`config.mk`:
```
export PLATFORM = sky130hd
export DESIGN_NAME = sacs_ctrl
export DESIGN_NICKNAME = d
export VERILOG_FILES = /design/src/rtl/sacs_pkg.sv /design/src/rtl/sacs_ctrl.sv
export SDC_FILE = /design/constraint.sdc
export NUM_CORES = 1
export LEC_CHECK = 0
export BUFFER_PORTS_ARGS = -buffer_cell sky130_fd_sc_hd__clkbuf_2
export CORE_AREA = 8 8 45 47
export CTS_CLUSTER_SIZE = 14
export DETAILED_ROUTE_END_ITERATION = 12
export DIE_AREA = 0 0 53 55
export PLACE_DENSITY = 0.66
export SLEW_MARGIN = 25
export SYNTH_ARGS = -nofsm -noshare
export SYNTH_HDL_FRONTEND = slang
export SYNTH_SLANG_ARGS = --single-unit
export TNS_END_PERCENT = 50
```
`constraint.sdc`:
```
create_clock -name clk_i -period 1.6 [get_ports clk_i]
set_input_delay 0.24 -clock clk_i [delete_from_list [all_inputs] [get_ports clk_i]]
set_output_delay 0.24 -clock clk_i [all_outputs]
set_load 0.01 [all_outputs]
```
`src/rtl/sacs_pkg.sv`:
```
// Shared types, codes and constants for the sorted adjacency compare scorer.
package sacs_pkg;

  localparam int MaxDegreeDef  = 256;
  localparam int NodeIdBitsDef = 16;

  localparam int CNT_W     = 33;
  localparam int Q_W       = 17;
  localparam int NC_W      = 17;
  localparam int NUM_W     = 50;
  localparam int DEN_W     = 34;
  localparam int DIV_STEPS = 17;
  localparam int DCNT_W    = 5;

  localparam logic [Q_W-1:0]   Q_ONE   = 17'h10000;
  localparam logic [CNT_W-1:0] CNT_MAX = {CNT_W{1'b1}};

  localparam logic [1:0] FUNC_REF    = 2'd0;
  localparam logic [1:0] FUNC_CAND   = 2'd1;
  localparam logic [1:0] FUNC_NODE   = 2'd2;
  localparam logic [1:0] FUNC_REPORT = 2'd3;

  typedef enum logic [1:0] {
    DIV_PREC,
    DIV_REC,
    DIV_F1,
    DIV_ACC
  } div_sel_e;

  typedef struct packed {
    logic [1:0]  func;
    logic [15:0] neighbor;
  } req_t;

  typedef struct packed {
    logic             kind;
    logic [CNT_W-1:0] matched;
    logic [CNT_W-1:0] added;
    logic [CNT_W-1:0] lost;
    logic [CNT_W-1:0] true_negative;
    logic [Q_W-1:0]   precision;
    logic [Q_W-1:0]   recall;
    logic [Q_W-1:0]   f1_score;
    logic [Q_W-1:0]   accuracy;
    logic             zero_denominator;
    logic             list_overflow;
  } res_t;

  typedef struct packed {
    logic     push_ref;
    logic     push_cand;
    logic     merge_init;
    logic     merge_step;
    logic     merge_done;
    logic     sq_load;
    logic     tn_load;
    logic     div_load;
    logic     div_step;
    logic     div_store;
    div_sel_e div_sel;
    logic     mul_load;
    logic     emit_report;
  } cmd_t;

  typedef struct packed {
    logic merge_more;
    logic div_busy;
  } status_t;

endpackage

```
`src/rtl/sacs_ctrl.sv`:
```
// Controller state machine that sequences loads, merges and score reports.
module sacs_ctrl import sacs_pkg::*; (
  input  logic       clk_i,
  input  logic       rst_ni,
  input  logic       start_i,
  input  logic [1:0] func_i,
  input  status_t    status_i,
  output cmd_t       cmd_o,
  output logic       busy_o,
  output logic       res_valid_o
);

  typedef enum logic [2:0] {
    ST_IDLE,
    ST_MERGE,
    ST_TN,
    ST_DIV_LOAD,
    ST_DIV_RUN,
    ST_MUL,
    ST_EMIT
  } state_e;

  state_e   state_q;
  div_sel_e sel_q;
  logic     res_valid_q;
  logic     accept;

  assign busy_o      = (state_q != ST_IDLE);
  assign accept      = start_i && !busy_o;
  assign res_valid_o = res_valid_q;

  always_comb begin
    cmd_o = '0;
    cmd_o.div_sel = sel_q;
    case (state_q)
      ST_IDLE: begin
        if (accept) begin
          case (func_i)
            FUNC_REF:  cmd_o.push_ref   = 1'b1;
            FUNC_CAND: cmd_o.push_cand  = 1'b1;
            FUNC_NODE: cmd_o.merge_init = 1'b1;
            default:   cmd_o.sq_load    = 1'b1;
          endcase
        end
      end
      ST_MERGE: begin
        if (status_i.merge_more) cmd_o.merge_step = 1'b1;
        else cmd_o.merge_done = 1'b1;
      end
      ST_TN:       cmd_o.tn_load = 1'b1;
      ST_DIV_LOAD: cmd_o.div_load = 1'b1;
      ST_DIV_RUN: begin
        if (status_i.div_busy) cmd_o.div_step = 1'b1;
        else cmd_o.div_store = 1'b1;
      end
      ST_MUL:  cmd_o.mul_load = 1'b1;
      ST_EMIT: cmd_o.emit_report = 1'b1;
      default: cmd_o = '0;
    endcase
  end

  always_ff @(posedge clk_i or negedge rst_ni) begin
    if (!rst_ni) begin
      state_q     <= ST_IDLE;
      sel_q       <= DIV_PREC;
      res_valid_q <= 1'b0;
    end else begin
      res_valid_q <= 1'b0;
      case (state_q)
        ST_IDLE: begin
          if (accept && func_i == FUNC_NODE) begin
            state_q <= ST_MERGE;
          end else if (accept && func_i == FUNC_REPORT) begin
            state_q <= ST_TN;
            sel_q   <= DIV_PREC;
          end
        end
        ST_MERGE: begin
          if (!status_i.merge_more) begin
            state_q     <= ST_IDLE;
            res_valid_q <= 1'b1;
          end
        end
        ST_TN:       state_q <= ST_DIV_LOAD;
        ST_DIV_LOAD: state_q <= ST_DIV_RUN;
        ST_DIV_RUN: begin
          if (!status_i.div_busy) begin
            case (sel_q)
              DIV_PREC: begin
                sel_q   <= DIV_REC;
                state_q <= ST_DIV_LOAD;
              end
              DIV_REC: state_q <= ST_MUL;
              DIV_F1: begin
                sel_q   <= DIV_ACC;
                state_q <= ST_DIV_LOAD;
              end
              default: state_q <= ST_EMIT;
            endcase
          end
        end
        ST_MUL: begin
          sel_q   <= DIV_F1;
          state_q <= ST_DIV_LOAD;
        end
        ST_EMIT: begin
          state_q     <= ST_IDLE;
          res_valid_q <= 1'b1;
        end
        default: state_q <= ST_IDLE;
      endcase
    end
  end

  a_strobe_single: assert property (@(posedge clk_i) disable iff (!rst_ni)
    res_valid_q |=> !res_valid_q)
    else $error("result strobe held for two cycles");

  a_no_push_busy: assert property (@(posedge clk_i) disable iff (!rst_ni)
    busy_o |-> !(cmd_o.push_ref || cmd_o.push_cand))
    else $error("list write while busy");

  a_step_when_busy: assert property (@(posedge clk_i) disable iff (!rst_ni)
    cmd_o.div_step |-> status_i.div_busy)
    else $error("divider stepped while idle");

endmodule

```
==> out/results.ini, run 1 <==
[grt]
grt_max_degree=17
grt_pass1_vias=465
grt-ovfl-total=0
grt.total_usage=0.0940
grt_pass1_wl_mm=2.02
antenna_found_initial=0

[timing]
hold_viol=0
tightest_slew_ns=0.347
max_freq_mhz=608
max_slew_margin=0.768
period_share=1.03
finClkSkew_ns=0.00327
setup_viol=2
setup_tns_ns=-0.0516
grt_setup_unrepaired=true
period_needed_ns=1.64
setup_ws_ns=-0.0434
maxSlewViolCount=0

[cells_and_area]
layout_common_cells=clkbuf_2, buf_4, nor2_1, dfrtp_1, buf_2
fillers=139
drive_gt1_frac=0.590
register_area_um2=151
antenna_cells=0
postLayoutCellArea_um2=709
area_growth_pct=51.2
multiInputGateArea_um2=347
nNetsFinal=92
final_common_cell=clkbuf_2

[setup_path]
worstSetupStartpointType=flip-flop
crit_chain=or4b_4, nor3_2, buf_2
crit_buf_inv=1
crit_family=simple AND/OR/NAND/NOR gates
crit_path_top_delay_cell=or4b_4
critical_path_peak_fanout=3
worstSetupPathType=flip-flop to output pin
critPathMaxStageDelay_ns=0.53
crit_arrival_ns=1.40
crit_required_ns=1.36
critPathCaptureType=output pin

[detailed_routing]
num_vias=504
ant_nets=0
post_drt_wl_per_cell_um=13.1
top_layer=met4
drt-met1-wl_um=581
wl_met2_um=597
firstDrtPassIters=4
drc=0
wl_met3_um=107
drt_iter0_markers=21
drt-total-wl_mm=1.30
viasPerCell=5.09

[synthesis]
ys_ff_latch=6
synthFlopType=dfrtp_1
synth_edf_count=0
synthCells=54
async_flop_share=1.00
netlist_area_um2=469
ys_types=30
syn-num-nets=61
syn_avg_cell_area_um2=8.69
yosys_warnings=0
synth_seq_area_share=0.320

[die]
die_h_um=55
die_area_um2=2920
initial_core_util=0.339
die_x_um=53
core_um2=1380
ioPinCount=23
row_count=14

[placed_design]
hpwl_um=968
pre_cts_slack_ns=0.137
globalplace.congestion=0.817
place_area_um2=602
portBuffers=22

[flow_run]
cap_violations=0

[power_and_ir_drop]
power_density_nw_per_um2=1680
peakVddDrop_v=0.000683
p_leak_uw=0.000356

[status]
failed_checks=setup timing
status=finished, violations left

[clocking]
htreeDepth=1
cts_tree=yes
clock_path_buffers=2
clkTransAtPathRegs_ns=0.04
cts_root_buffer=clkbuf_4
clk_latency_ns=0.24
clock_sinks=6
cts_buffers=3

[min_path]
hold_path.class=input pin to flip-flop

cells in the mapped netlist, types with 2 or more instances:
cell type,instances,area [µm²]
nor2_1,6,22.5
and2_1,3,18.8
nand2_1,3,11.3
dfrtp_1,6,150
nor3_1,5,25.0
o21bai_1,2,15.0
o21ai_0,2,10.0
a21oi_1,3,15.0
nand2b_1,3,18.8
repair_timing:
action	4_1_cts	5_1_grt
resized for setup	4	11
endpoints found under the setup margin	6	9
setup buffers	3	0
endpoints found under the hold margin	6	0
hold buffers	1	0
pin swaps	2	0
report_power, final:
| group | switching (µW) | total, µW | internal, µW |
|---|---|---|---|
| Clock | 50.4 | 135 | 84.5 |
| Sequential | 61.8 | 280 | 219 |
| Combinational | 378 | 780 | 402 |
| Total | 491 | 1200 | 705 |
stage by stage:
step | hold WS, ns | power, µW | instances | utilization
6_report | 0.221 | 1200 | 99 | 0.513
5_1_grt | 0.233 | 1300 | 99 | 0.513
4_1_cts | 0.206 | 1150 | 99 | 0.491
3_5_place_dp | 0.0770 | 951 | 92 | 0.435
3_3_place_gp | 0.0774 | 940 | 92 | 0.435
2_1_floorplan | -0.0556 | 753 | 54 | -
path summary, 6_finish.rpt:
check / cells past startpoint / start / slack (ns) / to
max reg2reg: 4 / state_q[0] / 0.16 / state_q[1]
min reg2reg: 2 / sel_q[1] / 0.59 / sel_q[1]
min: 2 / status_i[1] / 0.22 / res_valid_o
max: 3 / state_q[0] / -0.04 / cmd_o[13]
min in group asynchronous: 2 / rst_ni / 0.36 / sel_q[0]
max in group asynchronous: 2 / rst_ni / 1.06 / state_q[2]
metal layers:
| metal | up-vias | global-route usage |
|---|---|---|
| met2 | 24 | 0.137 |
| li1 | 257 | - |
| met3 | 2 | 0.0294 |
| met4 | 0 | 0.0776 |
| met5 | - | 0 |
| met1 | 221 | 0.111 |
area by class of cell:
type	instances	share of cell area
multi-input combinational	44	0.489
clock buffer	3	0.0317
sequential	6	0.213
tap	16	0.0282
timing repair buffer	29	0.233
inverter	1	0.00529
cells by family (layout without fill, tap and decap cells):
family                 Yosys count  in the layout  share of synthesized area
AOI/OAI and AO/OA               13             13                      0.211
buffers and inverters            4             33                     0.0506
DFF                              6              6                      0.320
and+or+nand+nor                 31             31                      0.419
state kept, by name, indices dropped and copies added, names as in the netlist:
| register | count |
|---|---|
| sel_q | 2 |
| res_valid_o | 1 |
| state_q | 3 |
Power figures use the tool's default switching activity.
==> run 2: changes to the inputs <==
==> constraint.sdc (replaced) <==
create_clock -name clk_i -period 1.6 [get_ports clk_i]
set_input_delay 0.24 -clock clk_i [delete_from_list [all_inputs] [get_ports clk_i]]
set_output_delay 0.24 -clock clk_i [all_outputs]
set_load 0.1 [all_outputs]
==> out/results.ini, run 2 (synthesis results as in run 1) <==
[status]
status=finished, violations left
failed_checks=setup timing

[clocking]
htreeDepth=1  ; unchanged
clk_latency_ns=0.24  ; about the same
clkTransAtPathRegs_ns=0.05  ; about the same
clock_sinks=6  ; unchanged
cts_buffers=3  ; unchanged
cts_tree=yes
clock_path_buffers=2  ; unchanged
cts_root_buffer=clkbuf_4

[timing]
finClkSkew_ns=0.00446  ; +0.00119 ns
setup_viol=8  ; +6
whs_ns=0.273  ; +0.0529 ns
max_slew_margin=0.640  ; -0.128
setup_ws_ns=-0.188  ; -0.145 ns
hold_viol=0  ; unchanged
setup_tns_ns=-0.759  ; -0.708 ns
period_needed_ns=1.79  ; +0.145 ns
max_freq_mhz=559  ; -8.1%
period_share=1.12  ; +0.0905
tightest_slew_ns=0.542  ; +0.195 ns
grt_setup_unrepaired=true
maxSlewViolCount=0  ; unchanged

[setup_path]
crit_arrival_ns=1.55  ; +0.15 ns
critPathCaptureType=output pin
worstSetupStartpointType=flip-flop
worstSetupPathType=flip-flop to output pin
critical_path_peak_fanout=3  ; unchanged
crit_required_ns=1.36  ; about the same

[die]
core_um2=1380  ; unchanged
row_count=14  ; unchanged
die_h_um=55  ; unchanged
initial_core_util=0.339  ; unchanged
ioPinCount=23  ; unchanged
die_x_um=53  ; unchanged
die_area_um2=2920  ; unchanged

[cells_and_area]
final_common_cell=buf_12
drive_gt1_frac=0.733  ; +0.143
nNetsFinal=98  ; +6.5%
fillers=79  ; -43%
antenna_cells=0  ; unchanged
regMostFlops=state_q
largest_reg_flops=3  ; unchanged
area_growth_pct=136
layout_common_cells=buf_12, clkbuf_2, buf_4

[grt]
grt.total_usage=0.106  ; +0.0121
grt_pass1_wl_mm=2.30  ; +14%
antenna_found_initial=0  ; unchanged
grt_max_degree=13  ; -4
grt-ovfl-total=0  ; unchanged
grt_pass1_vias=525  ; +13%

[detailed_routing]
drt_iter0_markers=8  ; -62%
post_drt_wl_per_cell_um=16.0  ; +22%
ant_nets=0  ; unchanged
drt-total-wl_mm=1.69  ; +30%
firstDrtPassIters=4  ; unchanged
viasPerCell=5.25  ; +3.2%
num_vias=557  ; +11%
drc=0  ; unchanged

[min_path]
hold_path.class=input pin to flip-flop

[placed_design]
globalplace.congestion=0.833  ; +2.0%
hpwl_mm=1.19  ; +23%
portBuffers=22  ; unchanged
pre_cts_slack_ns=0.0469  ; -0.0899 ns

[flow_run]
cap_violations=0  ; unchanged

-- run 2: per-stage QoR --
step | area (µm²) | std cells | utilization
final | 1110 | 106 | 0.800
after global routing | 1110 | 106 | 0.800
after CTS | 1000 | 100 | 0.723
after detailed placement | 928 | 94 | 0.671
after global placement | 928 | 94 | 0.671
after floorplan | 566 | 54 | -
-- run 2: critical path, cell delays in order (launching register included) --
cell and delay, ns:
dfrtp_1 0.37, or4b_4 0.57, nor3_4 0.17, buf_12 0.20
-- run 2: timing repair --
item / 4_1_cts / 5_1_grt
hold buffers: 1 / 0
buffers inserted: 1 / 6
pin swaps: 1 / 5
gates resized for setup: 7 / 16
endpoints found under the hold margin: 6 / 0
setup endpoints to repair: 11 / 12
-- run 2: worst paths after layout --
| check | cells past startpoint | slack, ns | endpoint | from |
|---|---|---|---|---|
| min in group asynchronous | 2 | 0.37 | state_q[1] | rst_ni |
| max in group asynchronous | 2 | 1.06 | state_q[2] | rst_ni |
| setup reg to reg | 5 | 0.05 | state_q[1] | state_q[0] |
| setup / recovery | 3 | -0.19 | cmd_o[13] | state_q[1] |
| hold / removal | 2 | 0.27 | res_valid_o | status_i[1] |
| hold reg to reg | 2 | 0.59 | sel_q[1] | sel_q[1] |
-- run 2: metal layers --
metal	global-route usage	vias up	wire (µm)
met5	0	-	0
met4	0.0517	0	16
met3	0.0187	2	96
met2	0.195	16	900
met1	0.114	269	680
li1	-	270	-
-- run 2: layout make-up --
cell class              count  area (µm²)  share of cell area
repair buffers             35         467               0.421
well taps                  16        20.0              0.0181
flip-flops and latches      6         153               0.138
inverters                   1        3.75             0.00339
clock buffers               4        26.3              0.0237
multi-input cells          44         438               0.395
Power of run 2 is not shown: default switching activity piles up to over one toggle a cycle in this logic, so the estimate is an artifact.
